**config.mk**
```make
export PLATFORM = sky130hd
export DESIGN_NAME = framed_query_packet_handler_unit_flat
export DESIGN_NICKNAME = d
export VERILOG_FILES = /design/src/sv/fqph_pkg.sv /design/src/sv/fqph_req_if.sv /design/src/sv/fqph_rsp_if.sv /design/src/sv/framed_query_packet_handler_unit.sv /design/src/sv/fqph_queue.sv /design/src/sv/fqph_front.sv /design/src/sv/fqph_back.sv /design/src/flat_wrapper.sv
export VERILOG_INCLUDE_DIRS = /design/src /design/src/sv
export SDC_FILE = /design/constraint.sdc
export NUM_CORES = 1
export LEC_CHECK = 0
export BUFFER_PORTS_ARGS = -buffer_cell sky130_fd_sc_hd__clkbuf_2
export CAP_MARGIN = 30
export CORE_UTILIZATION = 60
export CTS_BUF_LIST = sky130_fd_sc_hd__clkbuf_16
export CTS_CLUSTER_DIAMETER = 150
export DETAILED_ROUTE_END_ITERATION = 10
export GPL_TIMING_DRIVEN = 0
export HOLD_SLACK_MARGIN = 0.1
export PLACE_DENSITY = 0.8
export SLEW_MARGIN = 10
export SYNTH_ARGS = -nofsm -noshare
export SYNTH_HDL_FRONTEND = slang
export SYNTH_SLANG_ARGS = --single-unit
export TNS_END_PERCENT = 30
```
**constraint.sdc**
```tcl
create_clock -name clock -period 7.9 [get_ports clock]
set_input_delay 1.975 -clock clock [delete_from_list [all_inputs] [get_ports clock]]
set_output_delay 1.975 -clock clock [all_outputs]
set_load 0.01 [all_outputs]
```
**src/sv/assert_macros.svh**
```systemverilog
// Assertion macros used by the top level of the packet handler.
// Depends on nothing; define NO_ASSERTIONS to compile the checks out.
`ifndef ASSERT_MACROS_SVH
`define ASSERT_MACROS_SVH
`ifndef NO_ASSERTIONS
// same-cycle implication
`define FQPH_ASSERT_IMPLY(label, clk, rst, ante, cons) \
   label: assert property (@(posedge clk) disable iff (rst) (ante) |-> (cons)) \
      else $error("fqph: same-cycle check failed");
// next-cycle implication
`define FQPH_ASSERT_NEXT(label, clk, rst, ante, cons) \
   label: assert property (@(posedge clk) disable iff (rst) (ante) |=> (cons)) \
      else $error("fqph: next-cycle check failed");
`else
`define FQPH_ASSERT_IMPLY(label, clk, rst, ante, cons)
`define FQPH_ASSERT_NEXT(label, clk, rst, ante, cons)
`endif
`endif

```
**src/sv/fqph_pkg.sv**
```systemverilog
// Package of the framed query packet handler: constants, codes and types.
// Used by every module of the block; depends on nothing.
`default_nettype none

package fqph_pkg;

   // sizes
   localparam int PACKET_DEPTH_DEFAULT = 10;
   localparam int COUNT_W              = 4;
   localparam int REPLY_MAX            = 7;
   localparam int LEN_W                = 3;
   localparam int QUEUE_DEPTH          = 2;
   localparam int CSR_INDEX_W          = 1;
   localparam int CSR_DATA_W           = 8;

   // protocol characters
   localparam logic [7:0] CH_AT     = 8'h40;  // '@'
   localparam logic [7:0] CH_HASH   = 8'h23;  // '#'
   localparam logic [7:0] CH_DOLLAR = 8'h24;  // '$'
   localparam logic [7:0] CH_AMP    = 8'h26;  // '&'
   localparam logic [7:0] CH_T      = 8'h74;  // 't'
   localparam logic [7:0] CH_H      = 8'h68;  // 'h'

   // data packet kinds carried in byte two
   localparam logic [7:0] KIND_TEMP = 8'd0;
   localparam logic [7:0] KIND_TIME = 8'd1;

   // afternoon offset for twelve hour clock
   localparam logic [7:0] HOUR_PM_OFFSET = 8'd12;

   // packet sizes that are acted upon
   localparam logic [COUNT_W-1:0] SIZE_QUERY = 4'd4;
   localparam logic [COUNT_W-1:0] SIZE_DATA  = 4'd7;

   // operations
   localparam logic OP_RX_BYTE = 1'b0;
   localparam logic OP_QUERY   = 1'b1;

   // register indexes
   localparam logic [CSR_INDEX_W-1:0] REG_MASTER_MODE = 1'd0;
   localparam logic [CSR_INDEX_W-1:0] REG_OWN_ADDRESS = 1'd1;

   // register reset values
   localparam logic       MASTER_MODE_RESET = 1'b1;
   localparam logic [7:0] OWN_ADDRESS_RESET = 8'd50;

   // one reply run handed from front to back
   typedef struct packed {
      logic [REPLY_MAX-1:0][7:0] bytes;
      logic [LEN_W-1:0]          len;
      logic                      addr_flag;
      logic                      filter_on;
   } fqph_job_type;

   // queue status seen by both sides
   typedef struct packed {
      logic empty;
      logic full;
   } fqph_queue_status_type;

endpackage

`default_nettype wire

```
**src/sv/fqph_req_if.sv**
```systemverilog
// Request channel: one received byte or local query plus sensor and clock values.
// Depends on nothing.
`default_nettype none

interface fqph_req_if;
   logic       valid;
   logic       ready;
   logic       operation;
   logic [7:0] rx_byte;
   logic [7:0] query_target;
   logic [7:0] query_code;
   logic [7:0] temp_whole;
   logic [3:0] temp_tenths;
   logic [4:0] clock_hour;
   logic       clock_twelve_hour;
   logic       clock_pm;
   logic [5:0] clock_minute;
   logic [5:0] clock_second;

   modport source (
      output valid, operation, rx_byte, query_target, query_code, temp_whole,
             temp_tenths, clock_hour, clock_twelve_hour, clock_pm, clock_minute,
             clock_second,
      input  ready
   );

   modport sink (
      input  valid, operation, rx_byte, query_target, query_code, temp_whole,
             temp_tenths, clock_hour, clock_twelve_hour, clock_pm, clock_minute,
             clock_second,
      output ready
   );
endinterface

`default_nettype wire

```
**src/sv/fqph_rsp_if.sv**
```systemverilog
// Response channel: one byte to transmit with its ninth bit and status flags.
// Depends on nothing.
`default_nettype none

interface fqph_rsp_if;
   logic       valid;
   logic       ready;
   logic [7:0] tx_byte;
   logic       tx_address_flag;
   logic       filter_on;
   logic       last;

   modport source (
      output valid, tx_byte, tx_address_flag, filter_on, last,
      input  ready
   );

   modport sink (
      input  valid, tx_byte, tx_address_flag, filter_on, last,
      output ready
   );
endinterface

`default_nettype wire

```
**src/sv/framed_query_packet_handler_unit.sv**
```systemverilog
// Top level of the framed query packet handler for a 9-bit serial link.
// Depends on fqph_pkg, fqph_req_if, fqph_rsp_if, fqph_front, fqph_queue,
// fqph_back and assert_macros.svh.
//
//   channel  dir  handshake        payload
//   req_     in   valid / ready    operation, rx_byte, query fields, sensor, clock
//   rsp_     out  valid / ready    tx_byte, tx_address_flag, filter_on, last
//   csr_     in   csr_wr_en        csr_index, csr_wr_data
//
// A request word is classified in the cycle it is accepted. A reply of n words (1 to 7)
// leaves the output register one word per cycle while rsp_ ready is high. The two-entry
// job queue lets requests keep arriving while replies drain; ready drops only when the
// queue is full. Reset is synchronous.
`default_nettype none

`include "assert_macros.svh"

module framed_query_packet_handler_unit #(
   parameter int PACKET_DEPTH = fqph_pkg::PACKET_DEPTH_DEFAULT
) (
   input  logic                              clock,
   input  logic                              reset,
   input  logic                              csr_wr_en,
   input  logic [fqph_pkg::CSR_INDEX_W-1:0]  csr_index,
   input  logic [fqph_pkg::CSR_DATA_W-1:0]   csr_wr_data,
   fqph_req_if.sink                          req_chan,
   fqph_rsp_if.source                        rsp_chan
);

   fqph_pkg::fqph_job_type            new_job;
   fqph_pkg::fqph_job_type            head_job;
   fqph_pkg::fqph_queue_status_type   queue_status;
   logic                              job_push;
   logic                              job_pop;

   fqph_front #(
      .PACKET_DEPTH (PACKET_DEPTH)
   ) u_front (
      .clock        (clock),
      .reset        (reset),
      .csr_wr_en    (csr_wr_en),
      .csr_index    (csr_index),
      .csr_wr_data  (csr_wr_data),
      .req_chan     (req_chan),
      .queue_status (queue_status),
      .job_push     (job_push),
      .job          (new_job)
   );

   fqph_queue u_queue (
      .clock    (clock),
      .reset    (reset),
      .push     (job_push),
      .push_job (new_job),
      .pop      (job_pop),
      .head_job (head_job),
      .status   (queue_status)
   );

   fqph_back u_back (
      .clock        (clock),
      .reset        (reset),
      .head_job     (head_job),
      .queue_status (queue_status),
      .job_pop      (job_pop),
      .rsp_chan     (rsp_chan)
   );

   // front never hands over a job the queue cannot take
   `FQPH_ASSERT_IMPLY(a_push_has_room, clock, reset, job_push, !queue_status.full)
   // every queued job carries one to seven words
   `FQPH_ASSERT_IMPLY(a_job_len_legal, clock, reset, !queue_status.empty, (head_job.len != '0) && (head_job.len <= fqph_pkg::LEN_W'(fqph_pkg::REPLY_MAX)))
   // reset leaves the queue empty
   `FQPH_ASSERT_NEXT(a_reset_empties_queue, clock, 1'b0, reset, queue_status.empty)
   // retiring a job puts its final word on the output
   `FQPH_ASSERT_NEXT(a_pop_shows_last, clock, reset, job_pop, rsp_chan.valid && rsp_chan.last)

endmodule

`default_nettype wire

```
**src/sv/fqph_queue.sv**
```systemverilog
// Short job queue between the front and back of the packet handler.
// Depends on fqph_pkg.
`default_nettype none

module fqph_queue (
   input  logic                              clock,
   input  logic                              reset,
   input  logic                              push,
   input  fqph_pkg::fqph_job_type            push_job,
   input  logic                              pop,
   output fqph_pkg::fqph_job_type            head_job,
   output fqph_pkg::fqph_queue_status_type   status
);

   localparam int PTR_W = (fqph_pkg::QUEUE_DEPTH > 1) ? $clog2(fqph_pkg::QUEUE_DEPTH) : 1;
   localparam int CNT_W = $clog2(fqph_pkg::QUEUE_DEPTH + 1);

   fqph_pkg::fqph_job_type entries_ff [fqph_pkg::QUEUE_DEPTH];
   logic [PTR_W-1:0] wr_ptr_ff, wr_ptr_in;
   logic [PTR_W-1:0] rd_ptr_ff, rd_ptr_in;
   logic [CNT_W-1:0] count_ff,  count_in;
   logic             do_push, do_pop;

   // accept pushes only with room, pops only with data
   assign do_push = push && !status.full;
   assign do_pop  = pop && !status.empty;

   assign status.empty = (count_ff == '0);
   assign status.full  = (count_ff == CNT_W'(fqph_pkg::QUEUE_DEPTH));
   assign head_job     = entries_ff[rd_ptr_ff];

   // advance pointers with wrap, track fill
   always_comb begin
      wr_ptr_in = wr_ptr_ff;
      rd_ptr_in = rd_ptr_ff;
      count_in  = count_ff;
      if (do_push) begin
         wr_ptr_in = (wr_ptr_ff == PTR_W'(fqph_pkg::QUEUE_DEPTH - 1)) ? '0
                                                                       : wr_ptr_ff + 1'b1;
      end
      if (do_pop) begin
         rd_ptr_in = (rd_ptr_ff == PTR_W'(fqph_pkg::QUEUE_DEPTH - 1)) ? '0
                                                                       : rd_ptr_ff + 1'b1;
      end
      if (do_push && !do_pop) begin
         count_in = count_ff + 1'b1;
      end else if (do_pop && !do_push) begin
         count_in = count_ff - 1'b1;
      end
   end

   always_ff @(posedge clock) begin
      if (reset) begin
         wr_ptr_ff <= '0;
         rd_ptr_ff <= '0;
         count_ff  <= '0;
      end else begin
         wr_ptr_ff <= wr_ptr_in;
         rd_ptr_ff <= rd_ptr_in;
         count_ff  <= count_in;
      end
   end

   // hold job payload
   always_ff @(posedge clock) begin
      if (do_push) begin
         entries_ff[wr_ptr_ff] <= push_job;
      end
   end

endmodule

`default_nettype wire

```
**src/sv/fqph_front.sv**
```systemverilog
// Front of the packet handler: takes request words, frames packets, holds the
// registers and protocol state, and turns each reply into a job. Depends on fqph_pkg.
`default_nettype none

module fqph_front #(
   parameter int PACKET_DEPTH = fqph_pkg::PACKET_DEPTH_DEFAULT
) (
   input  logic                                  clock,
   input  logic                                  reset,
   input  logic                                  csr_wr_en,
   input  logic [fqph_pkg::CSR_INDEX_W-1:0]      csr_index,
   input  logic [fqph_pkg::CSR_DATA_W-1:0]       csr_wr_data,
   fqph_req_if.sink                              req_chan,
   input  fqph_pkg::fqph_queue_status_type       queue_status,
   output logic                                  job_push,
   output fqph_pkg::fqph_job_type                job
);

   localparam int COUNT_W   = fqph_pkg::COUNT_W;
   localparam int READ_TAPS = 6;

   logic                master_mode_ff, master_mode_in;
   logic [7:0]          own_address_ff, own_address_in;
   logic                collecting_ff,  collecting_in;
   logic [COUNT_W-1:0]  count_ff,       count_in;
   logic                selected_ff,    selected_in;
   logic [7:0]          store_ff [PACKET_DEPTH];
   logic [7:0]          store_in [PACKET_DEPTH];
   logic                store_we [PACKET_DEPTH];

   logic                accept;
   logic [7:0]          rx;
   logic [7:0]          tap [READ_TAPS];
   logic [COUNT_W-1:0]  count_next;
   logic                pkt_done;
   logic [7:0]          hour;

   assign req_chan.ready = !queue_status.full;
   assign accept         = req_chan.valid && req_chan.ready;
   assign rx             = req_chan.rx_byte;
   assign count_next     = count_ff + 1'b1;
   assign pkt_done       = (rx == fqph_pkg::CH_HASH)
                        || ({1'b0, count_next} >= (COUNT_W + 1)'(PACKET_DEPTH))
                        || (count_next == '0);
   assign hour = {3'b000, req_chan.clock_hour}
               + ((req_chan.clock_twelve_hour && req_chan.clock_pm)
                  ? fqph_pkg::HOUR_PM_OFFSET : 8'd0);

   // read fixed store positions, forwarding the byte written this cycle
   for (genvar i = 0; i < READ_TAPS; i++) begin : g_tap
      if (i < PACKET_DEPTH) begin : g_in
         assign tap[i] = (collecting_ff && count_ff == COUNT_W'(i)) ? rx : store_ff[i];
      end else begin : g_out
         assign tap[i] = '0;
      end
   end

   // decode register writes
   always_comb begin
      master_mode_in = master_mode_ff;
      own_address_in = own_address_ff;
      if (csr_wr_en) begin
         unique case (csr_index)
            fqph_pkg::REG_MASTER_MODE: master_mode_in = csr_wr_data[0];
            fqph_pkg::REG_OWN_ADDRESS: own_address_in = csr_wr_data[7:0];
         endcase
      end
   end

   // classify the word, update framing state, build the reply job
   always_comb begin
      collecting_in = collecting_ff;
      count_in      = count_ff;
      selected_in   = selected_ff;
      job_push      = 1'b0;
      job           = '0;
      for (int i = 0; i < PACKET_DEPTH; i++) begin
         store_we[i] = 1'b0;
         store_in[i] = rx;
      end

      if (accept) begin
         if (req_chan.operation == fqph_pkg::OP_QUERY) begin
            // load a new query and address the target
            if (master_mode_ff) begin
               store_we[0] = 1'b1;  store_in[0] = fqph_pkg::CH_AT;
               store_we[1] = 1'b1;  store_in[1] = req_chan.query_target;
               store_we[2] = 1'b1;  store_in[2] = req_chan.query_code;
               store_we[3] = 1'b1;  store_in[3] = fqph_pkg::CH_HASH;
               job.bytes[0]  = req_chan.query_target;
               job.len       = fqph_pkg::LEN_W'(1);
               job.addr_flag = 1'b1;
               job_push      = 1'b1;
            end
         end else if (master_mode_ff || selected_ff) begin
            if (!collecting_ff) begin
               if (rx == fqph_pkg::CH_AT) begin
                  collecting_in = 1'b1;
                  count_in      = COUNT_W'(1);
                  store_we[0]   = 1'b1;
               end else if (rx == fqph_pkg::CH_DOLLAR && master_mode_ff) begin
                  // re-send the held query
                  job.bytes[0] = tap[0];
                  job.bytes[1] = tap[1];
                  job.bytes[2] = tap[2];
                  job.bytes[3] = tap[3];
                  job.len      = fqph_pkg::LEN_W'(4);
                  job_push     = 1'b1;
               end
            end else begin
               for (int i = 0; i < PACKET_DEPTH; i++) begin
                  if (count_ff == COUNT_W'(i)) begin
                     store_we[i] = 1'b1;
                  end
               end
               count_in = count_next;
               if (pkt_done) begin
                  collecting_in = 1'b0;
                  count_in      = '0;
                  if (master_mode_ff) begin
                     if (count_next == fqph_pkg::SIZE_QUERY) begin
                        job.bytes[0]  = tap[1];
                        job.len       = fqph_pkg::LEN_W'(1);
                        job.addr_flag = 1'b1;
                        job_push      = 1'b1;
                     end else if (count_next == fqph_pkg::SIZE_DATA
                               && (tap[2] == fqph_pkg::KIND_TEMP
                                   || tap[2] == fqph_pkg::KIND_TIME)) begin
                        // forward data packet
                        job.bytes[0] = fqph_pkg::CH_AMP;
                        job.bytes[1] = 8'd0;
                        job.bytes[2] = tap[2];
                        job.bytes[3] = (tap[2] == fqph_pkg::KIND_TIME) ? tap[3] : 8'd0;
                        job.bytes[4] = tap[4];
                        job.bytes[5] = tap[5];
                        job.bytes[6] = fqph_pkg::CH_HASH;
                        job.len      = fqph_pkg::LEN_W'(7);
                        job_push     = 1'b1;
                     end
                  end else if (count_next == fqph_pkg::SIZE_QUERY) begin
                     if (tap[2] == fqph_pkg::CH_T) begin
                        // answer temperature and deselect
                        job.bytes[0] = fqph_pkg::CH_AT;
                        job.bytes[1] = 8'd0;
                        job.bytes[2] = fqph_pkg::KIND_TEMP;
                        job.bytes[3] = 8'd0;
                        job.bytes[4] = req_chan.temp_whole;
                        job.bytes[5] = {4'h0, req_chan.temp_tenths};
                        job.bytes[6] = fqph_pkg::CH_HASH;
                        job.len      = fqph_pkg::LEN_W'(7);
                        job_push     = 1'b1;
                        selected_in  = 1'b0;
                     end else if (tap[2] == fqph_pkg::CH_H) begin
                        // answer time and deselect
                        job.bytes[0] = fqph_pkg::CH_AT;
                        job.bytes[1] = 8'd0;
                        job.bytes[2] = fqph_pkg::KIND_TIME;
                        job.bytes[3] = hour;
                        job.bytes[4] = {2'b00, req_chan.clock_minute};
                        job.bytes[5] = {2'b00, req_chan.clock_second};
                        job.bytes[6] = fqph_pkg::CH_HASH;
                        job.len      = fqph_pkg::LEN_W'(7);
                        job_push     = 1'b1;
                        selected_in  = 1'b0;
                     end
                  end
               end
            end
         end else if (rx == own_address_ff) begin
            // select this station and acknowledge
            selected_in  = 1'b1;
            job.bytes[0] = fqph_pkg::CH_DOLLAR;
            job.len      = fqph_pkg::LEN_W'(1);
            job_push     = 1'b1;
         end
      end

      job.filter_on = !master_mode_ff && !selected_in;
   end

   always_ff @(posedge clock) begin
      if (reset) begin
         master_mode_ff <= fqph_pkg::MASTER_MODE_RESET;
         own_address_ff <= fqph_pkg::OWN_ADDRESS_RESET;
         collecting_ff  <= 1'b0;
         count_ff       <= '0;
         selected_ff    <= 1'b0;
      end else begin
         master_mode_ff <= master_mode_in;
         own_address_ff <= own_address_in;
         collecting_ff  <= collecting_in;
         count_ff       <= count_in;
         selected_ff    <= selected_in;
      end
   end

   // hold packet bytes
   always_ff @(posedge clock) begin
      for (int i = 0; i < PACKET_DEPTH; i++) begin
         if (store_we[i]) begin
            store_ff[i] <= store_in[i];
         end
      end
   end

endmodule

`default_nettype wire

```
**src/sv/fqph_back.sv**
```systemverilog
// Back of the packet handler: plays each queued job out as response words, one
// per cycle while rsp_chan.ready is high, through an output register. Depends on fqph_pkg.
`default_nettype none

module fqph_back (
   input  logic                              clock,
   input  logic                              reset,
   input  fqph_pkg::fqph_job_type            head_job,
   input  fqph_pkg::fqph_queue_status_type   queue_status,
   output logic                              job_pop,
   fqph_rsp_if.source                        rsp_chan
);

   localparam int LEN_W = fqph_pkg::LEN_W;

   logic [LEN_W-1:0] idx_ff, idx_in;
   logic             valid_ff, valid_in;
   logic [7:0]       tx_byte_ff;
   logic             addr_flag_ff;
   logic             filter_ff;
   logic             last_ff;

   logic             advance;
   logic             load;
   logic             is_last;

   // refill the output register when empty or taken
   assign advance = !valid_ff || rsp_chan.ready;
   assign load    = advance && !queue_status.empty;
   assign is_last = (idx_ff == head_job.len - 1'b1);
   assign job_pop = load && is_last;

   always_comb begin
      valid_in = valid_ff;
      idx_in   = idx_ff;
      if (load) begin
         valid_in = 1'b1;
         idx_in   = is_last ? '0 : idx_ff + 1'b1;
      end else if (advance) begin
         valid_in = 1'b0;
      end
   end

   always_ff @(posedge clock) begin
      if (reset) begin
         valid_ff <= 1'b0;
         idx_ff   <= '0;
      end else begin
         valid_ff <= valid_in;
         idx_ff   <= idx_in;
      end
   end

   // capture the next word of the current job
   always_ff @(posedge clock) begin
      if (load) begin
         tx_byte_ff   <= head_job.bytes[idx_ff];
         addr_flag_ff <= head_job.addr_flag;
         filter_ff    <= head_job.filter_on;
         last_ff      <= is_last;
      end
   end

   assign rsp_chan.valid           = valid_ff;
   assign rsp_chan.tx_byte         = tx_byte_ff;
   assign rsp_chan.tx_address_flag = addr_flag_ff;
   assign rsp_chan.filter_on       = filter_ff;
   assign rsp_chan.last            = last_ff;

endmodule

`default_nettype wire
```
**src/flat_wrapper.sv**
```systemverilog
// flat-port wrapper written by rule: the top's interface ports become plain ports
module framed_query_packet_handler_unit_flat 
#(
   parameter int PACKET_DEPTH = fqph_pkg::PACKET_DEPTH_DEFAULT
)
  (clock, reset, csr_wr_en, csr_index, csr_wr_data, req_chan_valid, req_chan_operation, req_chan_rx_byte, req_chan_query_target, req_chan_query_code, req_chan_temp_whole, req_chan_temp_tenths, req_chan_clock_hour, req_chan_clock_twelve_hour, req_chan_clock_pm, req_chan_clock_minute, req_chan_clock_second, req_chan_ready, rsp_chan_valid, rsp_chan_tx_byte, rsp_chan_tx_address_flag, rsp_chan_filter_on, rsp_chan_last, rsp_chan_ready);
  fqph_req_if req_chan_i ();
  fqph_rsp_if rsp_chan_i ();
  input  logic clock;
  input  logic reset;
  input  logic csr_wr_en;
  input  logic [fqph_pkg::CSR_INDEX_W-1:0] csr_index;
  input  logic [fqph_pkg::CSR_DATA_W-1:0] csr_wr_data;
  input wire logic [$bits(req_chan_i.valid)-1:0] req_chan_valid;
  input wire logic [$bits(req_chan_i.operation)-1:0] req_chan_operation;
  input wire logic [$bits(req_chan_i.rx_byte)-1:0] req_chan_rx_byte;
  input wire logic [$bits(req_chan_i.query_target)-1:0] req_chan_query_target;
  input wire logic [$bits(req_chan_i.query_code)-1:0] req_chan_query_code;
  input wire logic [$bits(req_chan_i.temp_whole)-1:0] req_chan_temp_whole;
  input wire logic [$bits(req_chan_i.temp_tenths)-1:0] req_chan_temp_tenths;
  input wire logic [$bits(req_chan_i.clock_hour)-1:0] req_chan_clock_hour;
  input wire logic [$bits(req_chan_i.clock_twelve_hour)-1:0] req_chan_clock_twelve_hour;
  input wire logic [$bits(req_chan_i.clock_pm)-1:0] req_chan_clock_pm;
  input wire logic [$bits(req_chan_i.clock_minute)-1:0] req_chan_clock_minute;
  input wire logic [$bits(req_chan_i.clock_second)-1:0] req_chan_clock_second;
  output wire logic [$bits(req_chan_i.ready)-1:0] req_chan_ready;
  output wire logic [$bits(rsp_chan_i.valid)-1:0] rsp_chan_valid;
  output wire logic [$bits(rsp_chan_i.tx_byte)-1:0] rsp_chan_tx_byte;
  output wire logic [$bits(rsp_chan_i.tx_address_flag)-1:0] rsp_chan_tx_address_flag;
  output wire logic [$bits(rsp_chan_i.filter_on)-1:0] rsp_chan_filter_on;
  output wire logic [$bits(rsp_chan_i.last)-1:0] rsp_chan_last;
  input wire logic [$bits(rsp_chan_i.ready)-1:0] rsp_chan_ready;
  assign req_chan_i.valid = req_chan_valid;
  assign req_chan_i.operation = req_chan_operation;
  assign req_chan_i.rx_byte = req_chan_rx_byte;
  assign req_chan_i.query_target = req_chan_query_target;
  assign req_chan_i.query_code = req_chan_query_code;
  assign req_chan_i.temp_whole = req_chan_temp_whole;
  assign req_chan_i.temp_tenths = req_chan_temp_tenths;
  assign req_chan_i.clock_hour = req_chan_clock_hour;
  assign req_chan_i.clock_twelve_hour = req_chan_clock_twelve_hour;
  assign req_chan_i.clock_pm = req_chan_clock_pm;
  assign req_chan_i.clock_minute = req_chan_clock_minute;
  assign req_chan_i.clock_second = req_chan_clock_second;
  assign req_chan_ready = req_chan_i.ready;
  assign rsp_chan_valid = rsp_chan_i.valid;
  assign rsp_chan_tx_byte = rsp_chan_i.tx_byte;
  assign rsp_chan_tx_address_flag = rsp_chan_i.tx_address_flag;
  assign rsp_chan_filter_on = rsp_chan_i.filter_on;
  assign rsp_chan_last = rsp_chan_i.last;
  assign rsp_chan_i.ready = rsp_chan_ready;
  framed_query_packet_handler_unit #(.PACKET_DEPTH(PACKET_DEPTH)) u_core (.clock(clock), .reset(reset), .csr_wr_en(csr_wr_en), .csr_index(csr_index), .csr_wr_data(csr_wr_data), .req_chan(req_chan_i), .rsp_chan(rsp_chan_i));
endmodule
```
* After elaboration in Yosys (flattened, before gate mapping)
Memories as Yosys holds them, arrays and structs flattened. A register that Yosys moved wholly into a read port is not among the register bits.
Cells that the tools add are included.
** Storage, ports and cells
- Register bits :: 34
- Bits in writable memories :: 202
- Bits of input ports :: 70
- Output and inout port bits :: 13
- Logic and storage cells :: 227
- Memories :: 2
** Operators by class
- Add/subtract/negate cells :: 8
- Magnitude comparators :: 2
- Equal/unequal tests :: 20
- Multiplexer cells :: 133
- Bitwise gates (word level) :: 2
- Reduce and logical (&&, ||, !) cells :: 46
** Memories
- u_core.u_queue.entries_ff :: words 2, width 61, read ports 1, clocked after memory_dff 1, wr ports 1, RTL line fqph_queue.sv:18 : fqph_pkg::fqph_job_type entries_ff [fqph_pkg::QUEUE_DEPTH];
- u_core.u_front.store_ff :: words 10, width 8, read ports 6, clocked after memory_dff 0, wr ports 4, RTL line fqph_front.sv:27 : logic [7:0] store_ff [PACKET_DEPTH];
** Operators with widths (count)
- 57-bit two-way mux :: 4
- 48-bit two-way mux :: 3
- 60-bit two-way mux :: 2
- 8-bit two-way mux :: 14
- 35-bit two-way mux :: 3
- 32-bit two-way mux :: 3
- 1-bit two-way mux :: 77
- 59-bit two-way mux :: 1
- 4-bit two-way mux :: 12
- 8-bit OR reduction :: 6
- 8-bit binary-select mux with 3-bit select :: 1
- 4-bit by 3-bit equality test with 1-bit output, second input constant :: 6
- 8-bit by 7-bit equality test with 1-bit output, second input constant :: 3
- 12-bit two-way mux :: 2
- 24-bit two-way mux :: 1
- 11-bit two-way mux :: 2
- 10-bit two-way mux :: 2
- 9-bit two-way mux :: 2
- 1-bit logical AND :: 17
- 8-bit by 6-bit equality test with 1-bit output, second input constant :: 2
- 4-bit by 2-bit equality test with 1-bit output, second input constant :: 2
- 4-bit equality test, second input constant :: 2
- 8-bit by 1-bit equality test with 1-bit output, second input constant :: 1
- 8-bit equality test :: 1
- 25 further kinds :: 42

* Logic depth before layout (Yosys ltp)
- Word-level depth :: 19
- Gate-level depth with buffers :: 13
- Gate-level depth less buffers :: 11

* By module
A second synthesis with hierarchy kept.
** Unflattened totals
- Cell total of the unflattened synthesis :: 834
- Area, all modules :: 10027.1 µm²
** By module, submodules not included
- fqph_queue :: times used 1, cells each 215, area each 4603.2 µm², seq. area each 3763.6 µm²
- fqph_front :: times used 1, cells each 525, area each 4395.5 µm², seq. area each 1741.7 µm²
- fqph_back :: times used 1, cells each 94, area each 1028.5 µm², seq. area each 410.4 µm²

* Worst setup path before layout
Ideal clock, no wire load.
- Path kind :: input-to-reg
- From :: input req_chan_rx_byte[7]
- To :: memory u_core.u_queue.entries_ff[0][0] in the netlist's numbering (enable)
- Library setup time :: 0.470 ns
- Arrival :: 5.832 ns
- Setup slack :: 1.598 ns
- Stages on the path :: 7
- Path buffers :: 1
- Cells stage by stage :: buf_6 > or4b_4 > nor4_4 > a221o_2 > o311ai_4 > a31oi_1 > nor2b_1
** On the way
- Longest elaborated chain between the ends :: 15
** Ends and longest elaborated chain
- from (decl) :: RTL line flat_wrapper.sv:16 : input wire logic [$bits(req_chan_i.rx_byte)-1:0] req_chan_rx_byte;
- 8-bit two-way mux :: RTL line fqph_front.sv:52 : assign tap[i] = (collecting_ff && count_ff == COUNT_W'(i)) ? rx : store_ff[i];
- 8-bit by 1-bit equality test with 1-bit output or 8-bit logical NOT (tied branches) :: RTL line fqph_front.sv:128, fqph_front.sv:127
- 1-bit logical OR :: RTL line fqph_front.sv:128 : || tap[2] == fqph_pkg::KIND_TIME)) begin
- 1-bit logical AND :: RTL line fqph_front.sv:127 : && (tap[2] == fqph_pkg::KIND_TEMP
- 1-bit two-way mux :: RTL line fqph_front.sv:126 : end else if (count_next == fqph_pkg::SIZE_DATA
- 1-bit two-way mux :: RTL line fqph_front.sv:121 : if (count_next == fqph_pkg::SIZE_QUERY) begin
- 1-bit two-way mux :: RTL line fqph_front.sv:120 : if (master_mode_ff) begin
- 1-bit two-way mux :: RTL line fqph_front.sv:117 : if (pkt_done) begin
- 1-bit two-way mux :: RTL line fqph_front.sv:96 : if (!collecting_ff) begin
- 1-bit two-way mux (*) :: RTL line fqph_front.sv:95 : end else if (master_mode_ff || selected_ff) begin
- 1-bit two-way mux (*) :: RTL line fqph_front.sv:83 : if (req_chan.operation == fqph_pkg::OP_QUERY) begin
- 1-bit two-way mux (*) :: RTL line fqph_front.sv:82 : if (accept) begin
- 1-bit logical AND (*) :: RTL line fqph_queue.sv:25 : assign do_push = push && !status.full;
- net u_core.u_queue.do_push :: RTL line fqph_queue.sv:22 : logic do_push, do_pop;
- 1-bit two-way mux (*) :: RTL line fqph_queue.sv:66 : if (do_push) begin
- 1-bit two-way mux (not written as such) (*) :: RTL line fqph_queue.sv:67 : entries_ff[wr_ptr_ff] <= push_job;
- to (decl) :: RTL line fqph_queue.sv:18
Mark *: on every way through the listed nets, which the timed path passes. The rest lies on a longest branch.

* Final worst setup path
- From :: input req_chan_rx_byte[1]
- To :: memory u_core.u_queue.entries_ff[1][16] in the netlist's numbering (enable)
The elaborated chain is that of the path after synthesis.

==> summary.md <==
| Metric | Value |
|---|---|
| Run status | finished, final reports clean |
| WHS | around 0.47 ns |
| CP peak stage delay | ~0.59 ns |
| Cell count after synthesis | 722 |
| Die ar. | about 16000 sq um |
| Power Dens Cells | around 230 nW/um^2 |
| Antenna diodes | 0 |
| Vias/cell | around 6.4 |
| Clock transition at path regs | 0.07 ns |
| Post-DRT Antenna Nets | 0 |
| Layout Nets | between 900 and 1000 |
| Resize count post-CTS | 0 |
| Ports | 83 |
| Vias in the first global route | 6436 |
| TNS Setup | 0 ns |
| Worst skew pair latency | between 0.4 and 0.5 ns |
| Root Buffer | clkbuf_16 |
| Total gr overflow | 0 |
| Arr. time, crit path | between 4 and 5 ns |
| Core ar. | 14750 sq um |
| First-pass GRT wire length | 36110 um |
| GP Congestion | slightly below 1 |
| Routed WL | approximately 23000 um |
| R2R Setup Slk | roughly 4.5 ns |
| Ys async rst share | 0% |
| Initial antenna violation count | 0 |
| Synthesized flop and latch total | between 150 and 200 |
| Clk sink count | 189 |
| Area grow syn2layout | 14.85% |
| Crit Path Max Fanout | 35 |
| Fmax | 0.2150 GHz |
| CP endpoint kind | register |
| Min-Delay Path Class | reg -> reg |
| Max-slew violation count | 0 |
| Setup CP Type | in -> reg |
| Worst setup SP type | input port |
| Starting DRT DRC Count | around 620 |
| Total global-route track usage | a little under a third |
| WL/cell | ~23 um |
| Register area share after synthesis | just under 60% |
| Final setup violation count | 0 |
| RSZ-0062 raised after global routing | false |
| Clk buf depth | 2 |
| Port Buf Inserts | 82 |
| Critical path, cell by cell | clkbuf_2 -> clkbuf_1 -> xnor2_1 -> nand4_1 -> o31a_1 -> a31oi_1 -> and2_2 -> buf_12 |
| Critical Path RT | 8.03 ns |
| Clk_skew | 0.008597 ns |
| DR pass1 iterations | 7 |
| Die extent in x | approximately 130 um |
| Tmin final | between 4 and 5 ns |
| Drt drc | 0 |
| Final period utilization | between 50 and 60% |
| Postcts setup bufs | 0 |
| Critical-path top delay cell | clkbuf_1 |
| Number of flops mapped to enable cells by yosys | between 150 and 200 |
| Post-Place Setup Slack | about 2.8 ns |
| Vias after detailed routing | 6522 |
| Initial core utilization | 62.37% |
| Commonest non-fill, non-tap cell in the layout | edfxtp_1 |
| Maximum VDD drop | 0.1446 mV |
| Core Rows | between 40 and 50 |
| Max Cap Viol | 0 |
| Syn_area_per_cell | 12.75 sq um |
| Die height | 125.8 um |
| Detail Placement HPWL | 17240 um |
| Rel. slew slack | between 30% and 40% |
| Synth unique cells | 72 |
| Fin util | between 70 and 80% |
| Pleak | between 3 and 4 nW |
| Mapped Nets | about 800 |
| Synth Flop Type | edfxtp_1 |
| CTS tree | yes |
| Final WS setup | 3.249 ns |
| Cts-stage hold buffer count | 0 |
| Final hold vios | 0 |
| Warning count from the yosys run | 0 |
| CTS buffer count | 17 |
| Post-Synthesis Cell Area | between 9000 and 10000 sq um |
| Largest net degree at the start of global routing | 36 |
| CTS H-tree lvls | 4 |
| Most frequent cells in the layout | 165 x edfxtp_1, 118 x nand2_1, 83 x clkbuf_2 |
| Slew of the pin with the lowest slew margin | approximately 1 ns |
| Design Power | approximately 2.4 mW |
| Layout cell share with drive strength beyond 1 | 23.87% |
registers in the layout (all words and copies together) (netlist names), named ones only:
signal / cells
u_core.u_front.collecting_ff: 1
u_core.u_front.own_address_ff: 8
u_core.u_back.rsp_chan.last: 1
u_core.u_queue.wr_ptr_ff: 1
u_core.u_back.rsp_chan.tx_byte: 8
u_core.u_queue.rd_ptr_ff: 1
u_core.u_back.idx_ff: 3
u_core.u_back.rsp_chan.tx_address_flag: 1
u_core.u_queue.entries_ff: 106
u_core.u_front.selected_ff: 1
u_core.u_front.store_ff: 48
u_core.u_front.master_mode_ff: 1
u_core.u_front.count_ff: 4
u_core.u_queue.count_ff: 2
u_core.u_back.rsp_chan.valid: 1
u_core.u_back.rsp_chan.filter_on: 1
final timing paths:
path	from	endpoint	cells past startpoint
hold / removal	u_core.u_front.own_address_ff[6]	u_core.u_front.own_address_ff[6]	2
setup reg to reg	u_core.u_front.count_ff[0]	u_core.u_queue.entries_ff[1][16]	8
hold reg to reg	u_core.u_front.own_address_ff[6]	u_core.u_front.own_address_ff[6]	2
setup / recovery	req_chan_rx_byte[1]	u_core.u_queue.entries_ff[1][16]	8
layout make-up:
type                            count  area (sq um)
Clock inverter                     15         196.4
Buffer                             40         181.4
Sequential cell                   189          5435
Timing Repair Buffer               88         505.5
Inverter                           18         67.56
Clock buffer                       17         425.4
Multi-Input combinational cell    475          3527
Fill cell                        1033          4185
Tap cell                          184         230.2
logic make-up (layout without fill, tap and decap cells):
kind of cell / count (synthesis) / after routing / share of synthesized area (%)
muxes: 72 / 72 / 11.19
DFF: 189 / 189 / 59.06
AOI/OAI and AO/OA: 114 / 114 / 9.667
adders and majority gates: 11 / 11 / 1.577
xor gates and xnor gates: 21 / 21 / 1.999
and+or+nand+nor: 257 / 257 / 13.80
buffers and inverters: 58 / 178 / 2.706
metrics by stage:
step	cells	cell area (sq um)
floorplan	722	9203
global placement	988	9843
detailed placement	991	9927
CTS	1023	10550
global route	1026	10570
finish	1026	10570
synth_stat cells (all sizes together), types with 4 or more instances:
library cell  number  area (sq um)
clkbuf            25         93.84
a21o               6         52.55
edfxtp           165          4955
a21oi             36         202.7
nor3              10         55.05
inv               17         63.81
o21ai             14         70.06
or2                6         37.54
mux4              24         540.5
nor2b              8         50.05
a221oi            13         120.1
nand3b             4         30.03
mux2i             41         410.4
ha                10         125.1
xnor2             14         122.6
mux2               7         78.83
o211ai             7         52.55
and2               7         43.79
nand4              9         56.30
or3                5         31.28
nand3             16         80.08
dfxtp             24         480.5
a211oi            12         125.1
nor2              38         150.2
nand2b             7         51.30
buf               15         87.59
nor3b              5         42.54
xor2               7         61.31
nand2            118         442.9
nor4              12         90.09
power breakdown:
part	switching [mW]	total (mW)	internal, mW
combinational	0.224	0.379	0.155
sequential	0.0241	1.19	1.16
clock	0.419	0.877	0.458
metal layers:
metal	routed length (um)	vias up	track usage, %
met2	10980	344	48.40
met4	707	0	13.04
met3	1809	52	5.650
li1	-	2941	-
met1	9923	3185	43.37
met5	0	-	0
critical path, delay by kind of cell:
family | cells | cell delay, ns
buf+inv | 3 | 1.02
compound gates | 2 | 0.82
xor+xnor | 1 | 0.20
simple gates | 2 | 0.73
Power figures use the tool's default switching activity.
